===== src/sv/pspr_ram.sv =====
module pspr_ram #(
   parameter int Width = 8,
   parameter int Depth = 16
) (
   input  logic                     clock,
   input  logic                     wr_en,
   input  logic [$clog2(Depth)-1:0] wr_addr,
   input  logic [Width-1:0]         wr_data,
   input  logic [$clog2(Depth)-1:0] rd_addr,
   output logic [Width-1:0]         rd_data
);

   logic [Width-1:0] mem_ff [Depth];
   logic [Width-1:0] rd_data_ff;

   // Write port and registered read port
   always_ff @(posedge clock) begin
      if (wr_en) begin
         mem_ff[wr_addr] <= wr_data;
      end
      rd_data_ff <= mem_ff[rd_addr];
   end

   assign rd_data = rd_data_ff;

endmodule


===== config.mk =====
export PLATFORM = sky130hd
export DESIGN_NAME = pspr_ram
export DESIGN_NICKNAME = d
export VERILOG_FILES = /design/src/sv/pspr_ram.sv
export SDC_FILE = /design/constraint.sdc
export NUM_CORES = 1
export LEC_CHECK = 0
export BUFFER_PORTS_ARGS = -buffer_cell sky130_fd_sc_hd__buf_2
export CORE_MARGIN = 4
export CORE_UTILIZATION = 39
export CTS_BUF_LIST = sky130_fd_sc_hd__clkbuf_4 sky130_fd_sc_hd__clkbuf_8 sky130_fd_sc_hd__clkbuf_16
export CTS_CLUSTER_SIZE = 28
export DETAILED_ROUTE_END_ITERATION = 6
export PLACE_DENSITY = 0.56
export SYNTH_ARGS = -nofsm -noshare
export SYNTH_HDL_FRONTEND = slang
export SYNTH_SLANG_ARGS = --single-unit

===== constraint.sdc =====
create_clock -name clock -period 1.8 [get_ports clock]
set_input_delay 0.27 -clock clock [delete_from_list [all_inputs] [get_ports clock]]
set_output_delay 0.27 -clock clock [all_outputs]
set_load 0.02 [all_outputs]

Word level (Yosys, flattened, before mapping)
Memory sizes are Yosys's and may differ from the RTL's. A register that Yosys moved wholly into a read port is not among the register bits.
Cells that the tools add are included.
{"block": "totals", "ff_bits": 0, "mem_bits_rw": 128, "in_bits": 18, "output_inout_bits": 8, "wordCells": 3, "memories": 1}
{"block": "classes", "mux": 2}
{"memory": "mem_ff", "depth": 16, "width": 8, "read_ports": 1, "rd_clocked_by_memory_dff": 1, "wr": 1, "line": "13", "text": "logic [Width-1:0] mem_ff [Depth];"}
{"operator": "$mux 1", "n": 2}

Logic depth before layout (Yosys ltp)
{"block": "depth", "depth_word": 2, "ltp_mapped": 5}

Worst setup path before layout
OpenSTA, ideal clock, no wires.
{"block": "synth_timing", "path_type": "input to register", "start": "input wr_addr[2]", "end": "memory mem_ff[0][0], enable pin", "arrival_ps": 1380, "path_slack_ps": 37, "path_stages": 2, "n_path_buf": 0, "path_cell_list": "or3b_2 nor3_1"}
{"element": "start: declaration", "line": "7", "text": "input logic [$clog2(Depth)-1:0] wr_addr,"}
{"element": "end: declaration", "line": "13"}
Straight into the memory's write port.

==> impl_metrics.json <==
{
  "status": "finished, final reports clean",
  "final-hold-violation-count": 0,
  "report.power.total_mw": 7.484,
  "synth-warning-count": 0,
  "hold_buffers": 0,
  "skew_ns": 0.005060,
  "grt_pass1_vias": 2558,
  "grt_pass1_wl_um": 15470,
  "period_share": 0.7697,
  "ys_seq_area_frac": 0.7778,
  "tightest_slew_ns": 0.3984,
  "rows": 41,
  "synthToLayoutAreaGrowth_pct": 20.73,
  "synth_area_per_cell_um2": 22.48,
  "die_y_um": 122.9,
  "end_kind": "flop",
  "relSlewSlack": 0.7344,
  "wirelength_um": 9877,
  "port_buffers": 25,
  "grt_max_degree": 33,
  "final_common_cell": "edfxtp_1",
  "yosys_register_bits": 136,
  "leakagePower_nw": 2.116,
  "dieArea_um2": 15100,
  "clk_pin_slew_worst_paths_ns": 0.06,
  "place_hpwl_um": 6507,
  "worstPathRequired_ns": 2.10,
  "cp_max_fo": 1,
  "regArea_um2": 4004,
  "startpoint_type": "flop",
  "p_seq_frac": 0.476,
  "max-vdd-ir-drop_mv": 0.5057,
  "io_pins": 26,
  "maxCapViolCount": 0,
  "drtAntennaViolNets": 0,
  "syn_inst": 229,
  "drtPass1Iterations": 4,
  "clk_path_buf_depth": 2,
  "final_cell_mix": "edfxtp_1 (128), buf_2 (25), mux4_2 (18), buf_4 (18), clkbuf_16 (17)",
  "setup_viol": 0,
  "fmax_mhz": 721.8,
  "antenna_found_initial": 0,
  "drive_gt1_frac": 0.3199,
  "crit_type": "reg2reg",
  "worstHoldPathType": "in2reg",
  "clock_sinks": 136,
  "power_density_nw_per_um2": 1204,
  "switching_share": 0.1951,
  "routedWlPerCell_um": 21.06,
  "insertion_delay_ns": 0.41,
  "clkPwrFrac": 0.477,
  "setup-tns-final_ns": 0,
  "drtIter0Drc": 154,
  "cts_tree": "yes",
  "cts_made_buffers": 17,
  "postCtsSetupBuffers": 0,
  "netlist_area_um2": 5147,
  "initial_core_util": 0.4030,
  "num_antenna_cells": 0,
  "core_region_area_um2": 12770,
  "gp_congestion": 0.7007,
  "post-route-drc-count": 0,
  "max_stage_delay_ns": 0.50,
  "vias": 2362,
  "die_w_um": 122.9,
  "overflow": 0,
  "p_int_mw": 6.024,
  "period_needed_ns": 1.385,
  "slew_violations": 0,
  "p_comb_frac": 0.047,
  "root_buffer": "clkbuf_16",
  "arrival_ns": 1.68,
  "cts_resized": 0,
  "fillers": 1070,
  "routed_via_density": 5.036,
  "h-tree-depth": 4,
  "multi_input_area_um2": 1057,
  "ys_types": 19,
  "worstPathCellList": "mux4_1 -> a22oi_1 -> nand2_1",
  "grt_usage": 0.1489,
  "nets": 302,
  "p_switching_mw": 1.460,
  "syn_nets": 247,
  "rsz0062_at_grt": "no",
  "slowest_stage": "mux4_1"
}
-- routing by layer --
metal / GRT usage / wire, um / vias up
li1: - / - / 1085
met1: 0.2018 / 4559 / 1205
met2: 0.2231 / 4739 / 51
met3: 0.03963 / 353 / 21
met4: 0.07418 / 225 / 0
met5: 0 / 0 / -
-- layout make-up --
cell class | count | area share
clock inverters | 14 | 0.02879
flip-flops and latches | 136 | 0.6443
repair buffers | 46 | 0.05154
clock buffers | 18 | 0.07067
well taps | 172 | 0.03463
multi-input cells | 83 | 0.1701
-- worst max-delay path, delay by kind of cell, from the launching register on --
family             cells  cell delay [ns]
and+or+nand+nor        1             0.10
muxes                  1             0.50
DFF                    1             0.36
AOI/OAI and AO/OA      1             0.31
-- metrics by stage --
step	hold WS (ns)	util	instance area, um2	cells	setup WS, ns
6_report	0.2407	0.4865	6215	469	0.4145
5_1_grt	0.2428	0.4865	6215	469	0.3682
4_1_cts	0.2254	0.4865	6215	469	0.4264
3_5_place_dp	0.6690	0.4381	5597	437	0.09029
3_3_place_gp	0.6556	0.4381	5597	437	0.09324
2_1_floorplan	0.3689	-	5147	229	0.03713
-- worst paths after layout --
kind	start	endpoint	slack [ns]	cells after the start
worst max-delay path	mem_ff[1][2]	rd_data[2]	0.41	3
worst min-delay path	wr_data[3]	mem_ff[13][3]	0.24	1
worst max register to register	mem_ff[1][2]	rd_data[2]	0.41	3
worst min register to register	mem_ff[11][2]	rd_data[2]	0.68	3
-- power by group through the flow --
stage / Clock, mW / Sequential, mW / Combinational [mW]
2_1_floorplan: 0 / 3.65 / 0.180
3_3_place_gp: 0 / 3.63 / 0.355
3_5_place_dp: 0 / 3.63 / 0.365
4_1_cts: 3.65 / 3.56 / 0.365
5_1_grt: 3.80 / 3.57 / 0.390
6_report: 3.57 / 3.56 / 0.355
-- kinds of logic after synthesis --
logic type	share of synthesized area
compound gates	0.02334
buf+inv	0.01677
flops	0.7778
mux	0.1502
simple gates	0.03184
-- cells in the mapped netlist (all sizes together) --
cell / n / share of area
mux4: 32 / 0.15
or3b: 1 / 0.0017
nor2b: 1 / 0.0012
nand3: 1 / 0.00097
edfxtp: 128 / 0.75
clkdlybuf4s25: 3 / 0.0058
nor2: 13 / 0.0095
and2: 1 / 0.0012
a22oi: 16 / 0.023
dfxtp: 8 / 0.031
and2b: 1 / 0.0015
nand3b: 2 / 0.0029
nor3: 4 / 0.0039
nand2b: 2 / 0.0024
buf: 7 / 0.011
nand2: 9 / 0.0066
-- flip-flops by register name (all words and copies together) (netlist names) --
signal / cells
rd_data: 8
mem_ff: 128
(Power assumes the default switching activity.)
