==> src/sv/pspr_pkg.sv <==
package pspr_pkg;

   // Ring geometry
   localparam int RingDepth = 256;
   localparam int RingAw    = $clog2(RingDepth);

   // Pose ring entry: stamp, position, angles
   localparam int PoseW = 48 + 96 + 48;

   // Register map
   localparam logic [0:0] RegInitSkip = 1'b0;

   // Input action codes
   localparam logic ActPose  = 1'b0;
   localparam logic ActPoint = 1'b1;

   // Item queued between front and back
   typedef struct packed {
      logic        is_scan;   // first point of an accepted scan
      logic        is_point;  // point to transform
      logic [47:0] stamp;
      logic [31:0] x;
      logic [31:0] y;
      logic [31:0] z;
   } item_type;

   localparam int ItemW = $bits(item_type);

   // CORDIC arctangent table, Q0.32 of a turn at 2^32 units
   function automatic logic signed [31:0] atan_tab(input logic [3:0] i);
      logic signed [31:0] r;
      begin
         case (i)
            4'd0:    r = 32'h20000000;
            4'd1:    r = 32'h12E4051E;
            4'd2:    r = 32'h09FB385B;
            4'd3:    r = 32'h051111D4;
            4'd4:    r = 32'h028B0D43;
            4'd5:    r = 32'h0145D7E1;
            4'd6:    r = 32'h00A2F61E;
            4'd7:    r = 32'h00517C55;
            4'd8:    r = 32'h0028BE53;
            4'd9:    r = 32'h00145F2F;
            4'd10:   r = 32'h000A2F98;
            4'd11:   r = 32'h000517CC;
            4'd12:   r = 32'h00028BE6;
            4'd13:   r = 32'h000145F3;
            4'd14:   r = 32'h0000A2FA;
            4'd15:   r = 32'h0000517D;
            default: r = 32'sd0;
         endcase
         return r;
      end
   endfunction

endpackage

==> src/sv/pspr_fifo.sv <==
module pspr_fifo
   import pspr_pkg::*;
(
   input  logic     clock,
   input  logic     reset,
   input  logic     push,
   input  item_type push_item,
   output logic     full,
   input  logic     pop,
   output item_type head,
   output logic     empty
);

   localparam int Depth = 4;

   item_type    slot_ff [Depth];
   logic [1:0]  wp_ff, wp_in, rp_ff, rp_in;
   logic [2:0]  cnt_ff, cnt_in;

   assign full  = (cnt_ff == 3'(Depth));
   assign empty = (cnt_ff == 3'd0);
   assign head  = slot_ff[rp_ff];

   // Advance pointers and count
   always_comb begin
      wp_in  = push ? wp_ff + 2'd1 : wp_ff;
      rp_in  = pop ? rp_ff + 2'd1 : rp_ff;
      cnt_in = cnt_ff + {2'b0, push} - {2'b0, pop};
   end

   always_ff @(posedge clock) begin
      if (reset) begin
         wp_ff  <= '0;
         rp_ff  <= '0;
         cnt_ff <= '0;
      end else begin
         wp_ff  <= wp_in;
         rp_ff  <= rp_in;
         cnt_ff <= cnt_in;
      end
      if (push) begin
         slot_ff[wp_ff] <= push_item;
      end
   end

endmodule

==> config.mk <==
export PLATFORM = sky130hd
export DESIGN_NAME = pspr_fifo
export DESIGN_NICKNAME = d
export VERILOG_FILES = /design/src/sv/pspr_pkg.sv /design/src/sv/pspr_fifo.sv
export SDC_FILE = /design/constraint.sdc
export NUM_CORES = 1
export LEC_CHECK = 0
export CORE_MARGIN = 1
export CORE_UTILIZATION = 55
export CTS_CLUSTER_SIZE = 28
export DETAILED_ROUTE_END_ITERATION = 12
export DONT_BUFFER_PORTS = 1
export PLACE_DENSITY = 0.73
export SYNTH_ARGS = -nofsm -noshare
export SYNTH_HDL_FRONTEND = slang
export SYNTH_SLANG_ARGS = --single-unit
==> constraint.sdc <==
create_clock -name clock -period 4.45 [get_ports clock]
set_clock_uncertainty 0.1 [all_clocks]
set_input_delay 0.445 -clock clock [delete_from_list [all_inputs] [get_ports clock]]
set_output_delay 0.445 -clock clock [all_outputs]
set_load 0.1 [all_outputs]
== Word-level counts from Yosys, hierarchy flattened ==
Memory sizes are Yosys's and may differ from the RTL's. A register that Yosys moved wholly into a read port is not among the register bits.
Index checks and enable logic that the tools add are counted.

* Memories: 1
* Logic and storage cells: 14
* Register bits after elaboration: 7
* Input bits: 150
* RAM bits: 584

* Reductions and logical operators: 1
* Mux-type cells: 4
* Add/sub/neg operators: 4
* Equal/unequal tests: 1

{| class="wikitable"
|+ Memory list
! name !! words !! width !! read ports !! clocked after memory_dff !! wr ports !! line !! text
|-
| slot_ff || 4 || 146 || 1 || 1 || 1 || pspr_fifo.sv:16 || <nowiki>item_type slot_ff [Depth];</nowiki>
|}

{| class="wikitable"
|+ Operators with widths
! operator !! number
|-
| $add 2x1->2 const B || 2
|-
| $mux 2 || 2
|-
| $add 3x1->3 || 1
|-
| $eq 3x3->1 const B || 1
|-
| $logic_not 3->1 || 1
|-
| $sub 3x1->3 || 1
|-
| $mux 1 || 2
|}

== Logic depth before layout (Yosys ltp) ==
* Word-level depth: 3
* Mapped depth: 7
* Mapped depth without buffers: 7

== Worst setup path before layout ==
No wires, ideal clock.

* Path type: flip-flop to flip-flop
* Start point: register wp_ff[0]
* End point: memory slot_ff[0][0] (netlist bit), enable pin
* Cell stages (with the launch flop): 4
* Arrival: 3883 ps
* Clock period less this slack: 4505 ps
* Required time: 3828 ps
* Setup time: 522 ps
* Setup slack: -55 ps
* Buffers on the path: 0
* Path through: dfxtp_1 -> inv_1 -> ha_1 -> and2_1

{| class="wikitable"
|+ RTL lines
! what !! line !! text
|-
| from (decl) || pspr_fifo.sv:17 || <nowiki>logic [1:0] wp_ff, wp_in, rp_ff, rp_in;</nowiki>
|-
| from (signal assigned) || pspr_fifo.sv:37 || <nowiki>wp_ff <= wp_in;</nowiki>
|-
| to (decl) || pspr_fifo.sv:16 ||
|}

No word-level cell before the write port.

==> run summary <==
Outcome: finished, final reports clean
FF-to-FF path depth: 3
DP Worst Slack: 1.62 ns
Area delta synth->final: 18.9%
Psw: 4.04 mW
DP HPWL: 22,300 um
Leak: 8.03 nW
Total number of vias: 9,042
Finish-stage setup viols: 0
Library cells used by synthesis: 21
Synthesis warning total: 0
CP Launch Type: flop
Post-synth EDFFs: 584
Area of the core: 0.0386 mm^2
Net Sw Frac: 0.293
Slew Limit Headroom: 0.306
RSZ-0062 raised after global routing: no
Hold Crit Class: in -> reg
Setup TNS: 0 ns
Mapped Cells: 804
Drt total wl: 40,700 um
Starting DRC count in detailed routing: 472
Worst Path Required: 3.90 ns
Internal Pwr Total: 9.77 mW
Max-Cap Viols: 0
Post-CTS Setup Repair Bufs: 0
Syn Nets: 961
Pwr Density: 540 mW/mm^2
Reg clk slew, reported paths: 0.06 ns
Hold path start: pop
Final Cycle Share: 0.761
I/O pin cnt: 298
Initial Util: 0.557
CTS Buf Count: 56
Buffer levels on the longest clock path: 3
Clk network pwr share: 0.351
Die Footprint: 0.0399 mm^2
Setup crit end kind: output port
Final worst slack: 1.06 ns
Via density: 5.79
Detailed Routing Iterations Pass 1: 5
Skew-Pair Late Insertion Delay: 0.60 ns
Tmin final: 3.39 ns
GPL Wtd Cong: 0.695
Seq cells post-synth: 593
FILL cells: 2,382
Vias in the first global route: 9,629
Hold path endpoint: cnt_ff[0]
Root buffer cell: clkbuf_16
Port buffer count: 0
Rows: 72
Hold path depth: 4
Flop2flop setup slack: 2.14 ns
Register share of total power: 0.472
CP Class: reg -> out
First-pass GRT wire length: 58,500 um
Synth Cell Area: 0.0215 mm^2
Number of clock sinks: 593
VDD IR max: 0.376 mV
Final-report hold violation count: 0
Logic pwr share: 0.177
DRC viols: 0
Primary FF master, synth: edfxtp_1
R2R Path Start: wp_ff[0]
Synthesized area per cell: 26.7 um^2
WL per Instance: 26.0 um
Fmax: 295 MHz
Final Max Tran Viols: 0
Chip height: 200 um
Initial antenna violation count: 4
Total power: 13.8 mW
Die W: 200 um
Post-cts gate resize count: 0
Worst-path fanout max: 35
Layout cell share with drive strength beyond 1: 0.241
Worst-Margin Slew: 1.04 ns
Total grt overflow: 0
H-tree depth: 2
Final core utilization: 0.662
DRT antenna net count: 0
Critical Path AT: 2.84 ns
Largest net degree at the start of global routing: 76
Ys async rst share: 0
Seq/Total Area, Yosys: 0.824
Reg2reg end: slot_ff[3][118]
Hold WS: 0.238 ns
Overall Global Routing Usage: 0.203
CTS tree: done
Final nets: 1,152
cell usage in the layout (no fill, tap or decap), types with 5 or more instances in the layout:
cell | synthesis | final
ha_1 | 6 | 6
nor2_1 | 5 | 5
buf_4 | 8 | 7
clkinv_2 | 0 | 10
dfxtp_1 | 9 | 7
inv_1 | 6 | 6
edfxtp_1 | 584 | 584
mux4_2 | 146 | 146
clkbuf_1 | 2 | 13
dlygate4sd3_1 | 0 | 150
buf_12 | 0 | 7
clkbuf_16 | 0 | 58
bufinv_16 | 0 | 9
clkinv_1 | 0 | 10
routing by layer:
layer,GRT usage,wire (um),vias up
met5,0,13,-
met4,0.0681,976,2
met3,0.0722,3550,62
met2,0.326,20700,333
met1,0.259,15400,4770
li1,-,-,3875
layout make-up:
class                           count  area [um^2]  share of cell area
Sequential cell                   593        17700               0.694
Timing Repair Buffer              165         1720              0.0673
Tap cell                          518          648              0.0254
Inverter                            6         22.5            0.000882
Clock inverter                     35          407              0.0159
Clock buffer                       70         1480              0.0578
Antenna cell                        3         7.51            0.000294
Multi-Input combinational cell    173         3540               0.139
cell usage after synthesis (4+ instances only):
| library cell | n | area share |
|---|---|---|
| edfxtp_1 | 584 | 0.82 |
| ha_1 | 6 | 0.0035 |
| dfxtp_1 | 9 | 0.0084 |
| buf_2 | 14 | 0.0033 |
| nor2_1 | 5 | 0.00087 |
| buf_4 | 8 | 0.0028 |
| inv_1 | 6 | 0.0010 |
| mux4_2 | 146 | 0.15 |
| buf_6 | 8 | 0.0042 |
| and2_1 | 4 | 0.0012 |
worst max path at each step:
| stage | endpoint | cells past startpoint | start | slack, ns |
|---|---|---|---|---|
| 3_3_place_gp | head[56] | 2 | flop | 1.61 |
| 6_report | head[56] | 2 | flop | 1.06 |
| 5_1_grt | head[4] | 2 | flop | 0.84 |
| 2_1_floorplan | empty | 1 | cnt_ff[2] | 1.52 |
| 4_1_cts | head[61] | 2 | flop | 0.96 |
| 3_5_place_dp | head[56] | 2 | flop | 1.62 |
cell families (layout without fill, tap and decap cells):
logic type                 after synthesis  count (layout)  share of synthesized area
AOI/OAI and AO/OA                        2               2                   0.000698
xor gates and xnor gates                 3               3                    0.00192
adders and majority gates                7               7                    0.00442
buffers and inverters                   38             276                     0.0116
DFF                                    593             593                      0.824
muxes                                  147             147                      0.153
other                                    0               3                          0
and+or+nand+nor                         14              14                    0.00349
stage by stage:
step	area [um^2]	instances
after floorplan	21500	804
after CTS	25500	1560
after global routing	25500	1563
after global placement	22200	1305
after detailed placement	22200	1305
final	25500	1563
critical path: stages (launching register included):
cell	delay, ns
dfxtp_4	0.83
buf_4	0.52
mux4_2	0.85
sequential cells by signal, indices dropped and copies added (netlist names), named ones only:
| name | cells |
|---|---|
| rp_ff | 2 |
| slot_ff | 584 |
| cnt_ff | 3 |
| wp_ff | 2 |
power groups by stage:
| stage | combinational (mW) | sequential, mW | clock (mW) |
|---|---|---|---|
| after global placement | 2.28 | 6.62 | 0 |
| after CTS | 2.46 | 6.52 | 4.92 |
| after global routing | 2.50 | 6.54 | 5.14 |
| after floorplan | 2.10 | 6.59 | 0 |
| after detailed placement | 2.29 | 6.64 | 0 |
| final | 2.44 | 6.52 | 4.84 |
repair_timing:
item | in CTS | in global routing
hold endpoints to repair | 593 | 0
endpoints found under the setup margin | 0 | 0
hold buffers | 150 | 0
Power figures use the tool's default switching activity.
