**src/sv/pspr_pkg.sv**
```systemverilog
package pspr_pkg;

   // Ring geometry
   localparam int RingDepth = 256;
   localparam int RingAw    = $clog2(RingDepth);

   // Pose ring entry: stamp, position, angles
   localparam int PoseW = 48 + 96 + 48;

   // Register map
   localparam logic [0:0] RegInitSkip = 1'b0;

   // Input action codes
   localparam logic ActPose  = 1'b0;
   localparam logic ActPoint = 1'b1;

   // Item queued between front and back
   typedef struct packed {
      logic        is_scan;   // first point of an accepted scan
      logic        is_point;  // point to transform
      logic [47:0] stamp;
      logic [31:0] x;
      logic [31:0] y;
      logic [31:0] z;
   } item_type;

   localparam int ItemW = $bits(item_type);

   // CORDIC arctangent table, Q0.32 of a turn at 2^32 units
   function automatic logic signed [31:0] atan_tab(input logic [3:0] i);
      logic signed [31:0] r;
      begin
         case (i)
            4'd0:    r = 32'h20000000;
            4'd1:    r = 32'h12E4051E;
            4'd2:    r = 32'h09FB385B;
            4'd3:    r = 32'h051111D4;
            4'd4:    r = 32'h028B0D43;
            4'd5:    r = 32'h0145D7E1;
            4'd6:    r = 32'h00A2F61E;
            4'd7:    r = 32'h00517C55;
            4'd8:    r = 32'h0028BE53;
            4'd9:    r = 32'h00145F2F;
            4'd10:   r = 32'h000A2F98;
            4'd11:   r = 32'h000517CC;
            4'd12:   r = 32'h00028BE6;
            4'd13:   r = 32'h000145F3;
            4'd14:   r = 32'h0000A2FA;
            4'd15:   r = 32'h0000517D;
            default: r = 32'sd0;
         endcase
         return r;
      end
   endfunction

endpackage

```
**src/sv/pspr_front.sv**
```systemverilog
module pspr_front
   import pspr_pkg::*;
(
   input  logic        clock,
   input  logic        reset,
   input  logic [3:0]  init_skip,
   input  logic        req_valid,
   output logic        req_ready,
   input  logic        req_action,
   input  logic [47:0] req_stamp,
   input  logic        req_first_of_scan,
   input  logic [31:0] req_x,
   input  logic [31:0] req_y,
   input  logic [31:0] req_z,
   input  logic [15:0] req_roll,
   input  logic [15:0] req_pitch,
   input  logic [15:0] req_yaw,
   output logic        pose_wr,
   output logic [RingAw-1:0] pose_addr,
   output logic [PoseW-1:0]  pose_data,
   output logic [RingAw-1:0] newest,
   output logic        q_push,
   output item_type    q_item,
   input  logic        q_full,
   input  logic        q_empty
);

   logic [RingAw-1:0] wi_ff, wi_in;
   logic              have_ff, have_in;
   logic [3:0]        cnt_ff, cnt_in;
   logic              started_ff, started_in;
   logic              acc_ff, acc_in;
   logic              take, is_pose, first;

   // Hold a pose back while queued points may still walk the ring
   assign req_ready = !q_full && !(is_pose && !q_empty);
   assign take      = req_valid && req_ready;
   assign is_pose   = (req_action == ActPose);
   assign first     = (req_action == ActPoint) && req_first_of_scan;

   assign pose_wr   = take && is_pose;
   assign pose_addr = wi_ff + RingAw'(1);
   assign pose_data = {req_stamp, req_x, req_y, req_z, req_roll, req_pitch, req_yaw};
   assign newest    = wi_ff;

   // Classify scans: start-up counting, pose presence
   always_comb begin
      wi_in      = pose_wr ? pose_addr : wi_ff;
      have_in    = have_ff || pose_wr;
      cnt_in     = cnt_ff;
      started_in = started_ff;
      acc_in     = acc_ff;
      if (take && first) begin
         if (!started_ff) begin
            if (cnt_ff >= init_skip) started_in = 1'b1;
            else cnt_in = cnt_ff + 4'd1;
            acc_in = 1'b0;
         end else begin
            acc_in = have_ff;
         end
      end
   end

   // Queue scan starts and points of accepted scans
   always_comb begin
      q_item.is_scan  = first && started_ff && have_ff;
      q_item.is_point = acc_in;
      q_item.stamp    = req_stamp;
      q_item.x        = req_x;
      q_item.y        = req_y;
      q_item.z        = req_z;
      q_push          = take && !is_pose && acc_in;
   end

   always_ff @(posedge clock) begin
      if (reset) begin
         wi_ff      <= RingAw'(RingDepth - 1);
         have_ff    <= 1'b0;
         cnt_ff     <= '0;
         started_ff <= 1'b0;
         acc_ff     <= 1'b0;
      end else if (take) begin
         wi_ff      <= wi_in;
         have_ff    <= have_in;
         cnt_ff     <= cnt_in;
         started_ff <= started_in;
         acc_ff     <= acc_in;
      end
   end

endmodule

```
**config.mk**
```make
export PLATFORM = sky130hd
export DESIGN_NAME = pspr_front
export DESIGN_NICKNAME = d
export VERILOG_FILES = /design/src/sv/pspr_pkg.sv /design/src/sv/pspr_front.sv
export SDC_FILE = /design/constraint.sdc
export NUM_CORES = 1
export LEC_CHECK = 0
export ABC_AREA = 0
export BUFFER_PORTS_ARGS = -buffer_cell sky130_fd_sc_hd__buf_2
export CAP_MARGIN = 5
export CORE_AREA = 2 2 217 219
export DETAILED_ROUTE_END_ITERATION = 10
export DIE_AREA = 0 0 219 221
export PLACE_DENSITY_LB_ADDON = 0.1
export SETUP_SLACK_MARGIN = 0.5
export SYNTH_ARGS = -nofsm -noshare
export SYNTH_HDL_FRONTEND = slang
export SYNTH_SLANG_ARGS = --single-unit
```
**constraint.sdc**
```tcl
create_clock -name clock -period 3.3 [get_ports clock]
set_input_delay 0 -clock clock [delete_from_list [all_inputs] [get_ports clock]]
set_output_delay 0 -clock clock [all_outputs]
set_load 0.05 [all_outputs]
```
Word-level counts from Yosys, hierarchy flattened. Index checks and enable logic that the tools add are counted.

Input bits: 203. Output and inout bits: 357. Logic and storage cells: 32. Register bits after elaboration: 15.

Multiplexer cells: 4. Reductions and logical operators: 17. Add/subtract/negate cells: 2. Bitwise logic cells: 3. Magnitude comparators: 1.

Operator list (count): $logic_and A1 B1 Y1 (10); $add A8 B1 Y8 const B (1); $add A4 B1 Y4 const B (1); $ge A4 B4 Y1 (1); $mux W1 (4); $reduce_and A2 Y1 (2); $reduce_and A4 Y1 (1); $logic_not A1 Y1 (3); $not A1 Y1 (3); $logic_or A1 B1 Y1 (1).

Longest topological paths before layout.
Depth after elaboration: 8. Mapped depth: 6. Gate-level depth less buffers: 6.

Worst setup path after synthesis. No wires, ideal clock.

Path kind: flip-flop to output port. Start: reg wi_ff[0] (netlist: newest[0]). End: out pose_addr[6]. Data arrival time: 2.258 ns. Stages on the path, launching flop included: 6. Setup slack: 1.042 ns. Buffers on the path: 1. Cells stage by stage: dfxtp_1 > ha_1 > and3_1 > clkbuf_1 > nand3_1 > xnor2_1.

Cells in the longest elaborated chain, start to end: 1.

Ends and longest elaborated chain: start, declared (RTL line pspr_front.sv:28) `logic [RingAw-1:0] wi_ff, wi_in;`; start signal, assigned (RTL line pspr_front.sv:77) `wi_ff <= RingAw'(RingDepth - 1);`; start signal, assigned (RTL line pspr_front.sv:83) `wi_ff <= wi_in;`; $add A8 B1 Y8 (RTL line pspr_front.sv:42) `assign pose_addr = wi_ff + RingAw'(1);`; end, declared (RTL line pspr_front.sv:19) `output logic [RingAw-1:0] pose_addr,`.

No other way between the ends.

Worst setup path after layout.
Start: reg cnt_ff[0]. End: reg cnt_ff[3].

Cells in the longest elaborated chain, start to end: 3. Elaborated cells on any way between the ends: 4. Those cells by class: add/sub: 1; order compare: 1; bitwise: 1; reduce/logical: 1.

Ends and longest elaborated chain: start, declared (RTL line pspr_front.sv:30) `logic [3:0] cnt_ff, cnt_in;`; start signal, assigned (RTL line pspr_front.sv:85) `cnt_ff <= cnt_in;`; $ge A4 B4 Y1 (RTL line pspr_front.sv:55) `if (cnt_ff >= init_skip) started_in = 1'b1;`; $not A1 Y1 (no line); $reduce_and A4 Y1 (no line).

Several ways; a longest one is shown, not always the timed one. A chain may end at the register's enable or synchronous reset.

==> impl_metrics.tcl <==
set metrics [dict create \
    h-tree-depth 1 \
    fin_tns_setup_ps 0 \
    relSlewSlack_pct 62.52 \
    firstDrtPassIters 3 \
    synth_compound_gate_area_share_pct 3.046 \
    coreArea_sq_mm 0.04606 \
    synth_cells 443 \
    power_density_mw_per_mm2 323.3 \
    hold_viol 0 \
    share_seq_of_total_power_pct 32.0 \
    fin_util_pct 4.045 \
    rows 79 \
    fin_crit_ps 1917 \
    clkPwrFrac_pct 43.8 \
    yosysMostFrequentCell "buf_4" \
    vias 1238 \
    diodes 0 \
    seq_area_frac_synth_pct 8.807 \
    cts_resized 0 \
    p_sw_uw 216.6 \
    ys.flop_type "dfxtp_1" \
    ir_worst_vdd_uv 130.7 \
    dp.final_hpwl_um 6627 \
    outcome "finished clean" \
    netlist_area_sq_mm 0.003410 \
    setup-violations-final 0 \
    synth_edf_count 0 \
    crit_fanout 5 \
    dpl.cell_count 741 \
    syn_avg_cell_area_sq_um 7.696 \
    yosys_warnings 0 \
    multiInputGateArea_sq_um 541.8 \
    numClockSinks 15 \
    drcViolationCount 0 \
    start_util_pct 7.402 \
    p_leak_nw 0.5569 \
    synthAdderAreaFrac_pct 2.202 \
    synth_top_area_share_pct 74.20 \
    switching_share_pct 35.96 \
    grt_usage_pct 3.156 \
    synth_area_leaders "buf_4 (74%), dfxtp_1 (8.8%), ha_1 (2.2%)" \
    synth-simple-area-share_pct 8.000 \
    gr-usage-met3_pct 2.364 \
    combPwrFrac_pct 24.1 \
    skew_ps 7.886 \
    worstPathArrival_ps 2110 \
    synth-seq-cells 15 \
    num-fill-cells 5550 \
    die_x_um 219 \
    drive_above_1_share_pct 28.99 \
    cts_tree "built" \
    worst_pin_slew_ps 559.0 \
    synth_xor_area_share_pct 2.312 \
    met1_usage_pct 2.247 \
    synth_top_family_by_area "buffers and inverters" \
    start_kind "register" \
    top_usage_layer "met4" \
    grt_overflow 0 \
    clockRootBuffer "clkbuf_16" \
    final_nets 348 \
    ant_nets 0 \
    ys_types 34 \
    drtIter0Drc 36 \
    holdBufCountCts 0 \
    placed_area_sq_mm 0.001783 \
    clk_transition_reported_paths_ps 50 \
    holdWs_ps 0.01932 \
    min_path_type "in2out" \
    critPathCaptureType "register" \
    syn_nets 652 \
    p_int_uw 385.8 \
    gr-usage-met2_pct 3.369 \
    rsz0062_at_grt "no" \
    r2r_slack_ps 1380 \
    yosys.area.top_type "buf_4" \
    gp_congestion 0.5453 \
    synth-async-reset-ratio_pct 0 \
    yosys-top-cells-count "buf_4 (337), dfxtp_1 (15), nor2_1 (11), a21oi_1 (7), nand2_1 (7)" \
    grt_pass1_wl_um 10670 \
    finalNonFillerCells 745 \
    io_pins 560 \
    wl_um 8104 \
    max_freq_mhz 521.6 \
    worstPathRequired_ps 3490 \
    final_area_sq_mm 0.001863 \
    max_cap_viol_count 0 \
    final_max_slew_viol_count 0 \
    die_h_um 221 \
    post_cts_buffers 0 \
    via_per_inst 1.662 \
    finalCritPeriodShare_pct 58.10 \
    clockBufferDepth 2 \
    wire_per_inst_um 10.88 \
    cts_inserted_buffers 3 \
    clock_latency_ps 270 \
    antenna_found_initial 0 \
    dieArea_sq_mm 0.04840 \
    criticalPathCategory "reg2reg" \
    synth_mux_area_share_pct 0.3303 \
    grt_pass1_vias 1370 \
    register_area_sq_um 300.3 \
    grt_max_degree 17 \
    syn_to_final_growth_pct -45.36 \
    portBuffers 31 \
]
## critical path, cell delays in order (launching register included)
cell	delay (ps)
dfxtp_1	360
inv_1	80
ha_1	270
nor3b_1	220
o21ai_0	250
or4_1	530
a21oi_1	140
## layout by cell type (no fill, tap or decap), types with 4 or more instances in the layout
cell type	instances
inv_1	6
nor2_1	11
buf_2	31
xnor2_1	4
dfxtp_1	15
ha_1	6
xor2_1	5
o21ai_0	5
nand2_1	7
a21oi_1	7
nand3_1	6
## final cells by class
class / count / area share [%]
well taps: 607 / 40.77
clock inverters: 1 / 0.2686
repair buffers: 31 / 8.328
inverters: 7 / 1.410
flip-flops and latches: 15 / 16.12
multi-input cells: 81 / 29.08
clock buffers: 3 / 4.030
## metal layers
layer / part of all wire (%) / wire [um]
met5: 0 / 0
met1: 25 / 2053
met2: 33 / 2659
met3: 21 / 1698
met4: 21 / 1693
## cell families (layout without fill, tap and decap cells)
| family | count (synthesis) | after routing |
|---|---|---|
| adder cells (fa/ha/maj) | 6 | 6 |
| AO/OA/AOI/OAI | 18 | 18 |
| buffers and inverters | 347 | 42 |
| multiplexers | 1 | 1 |
| XOR/XNOR | 9 | 9 |
| AND/OR/NAND/NOR | 47 | 47 |
| flip-flops | 15 | 15 |
## path summary, 6_finish.rpt
path | from | to | depth (start not counted)
max reg2reg | cnt_ff[0]$_SDFFE_PP0P_ | cnt_ff[3]$_SDFFE_PP0P_ | 6
min | req_roll[4] | pose_data[36] | 0
max | cnt_ff[0]$_SDFFE_PP0P_ | cnt_ff[3]$_SDFFE_PP0P_ | 6
min reg2reg | cnt_ff[3]$_SDFFE_PP0P_ | cnt_ff[3]$_SDFFE_PP0P_ | 2
## power groups by stage
stage	combinational [mW]	sequential (mW)	clock, mW
floorplan	1.19	0.207	0
CTS	0.150	0.194	0.289
finish	0.145	0.193	0.264
global placement	0.149	0.198	0
global route	0.157	0.194	0.294
detailed placement	0.149	0.198	0
## through the flow
step / power (mW) / setup WS [ps]
2_1_floorplan: 1.398 / 1042
3_3_place_gp: 0.3469 / 1412
3_5_place_dp: 0.3471 / 1385
4_1_cts: 0.6321 / 1356
5_1_grt: 0.6451 / 1197
6_report: 0.6024 / 1383
## registers in the layout, summed over array words and instances, names as in the netlist
name,flops
acc_ff,1
cnt_ff,4
have_ff,1
newest,8
started_ff,1
Note: power is estimated with default switching activity, not from simulation.
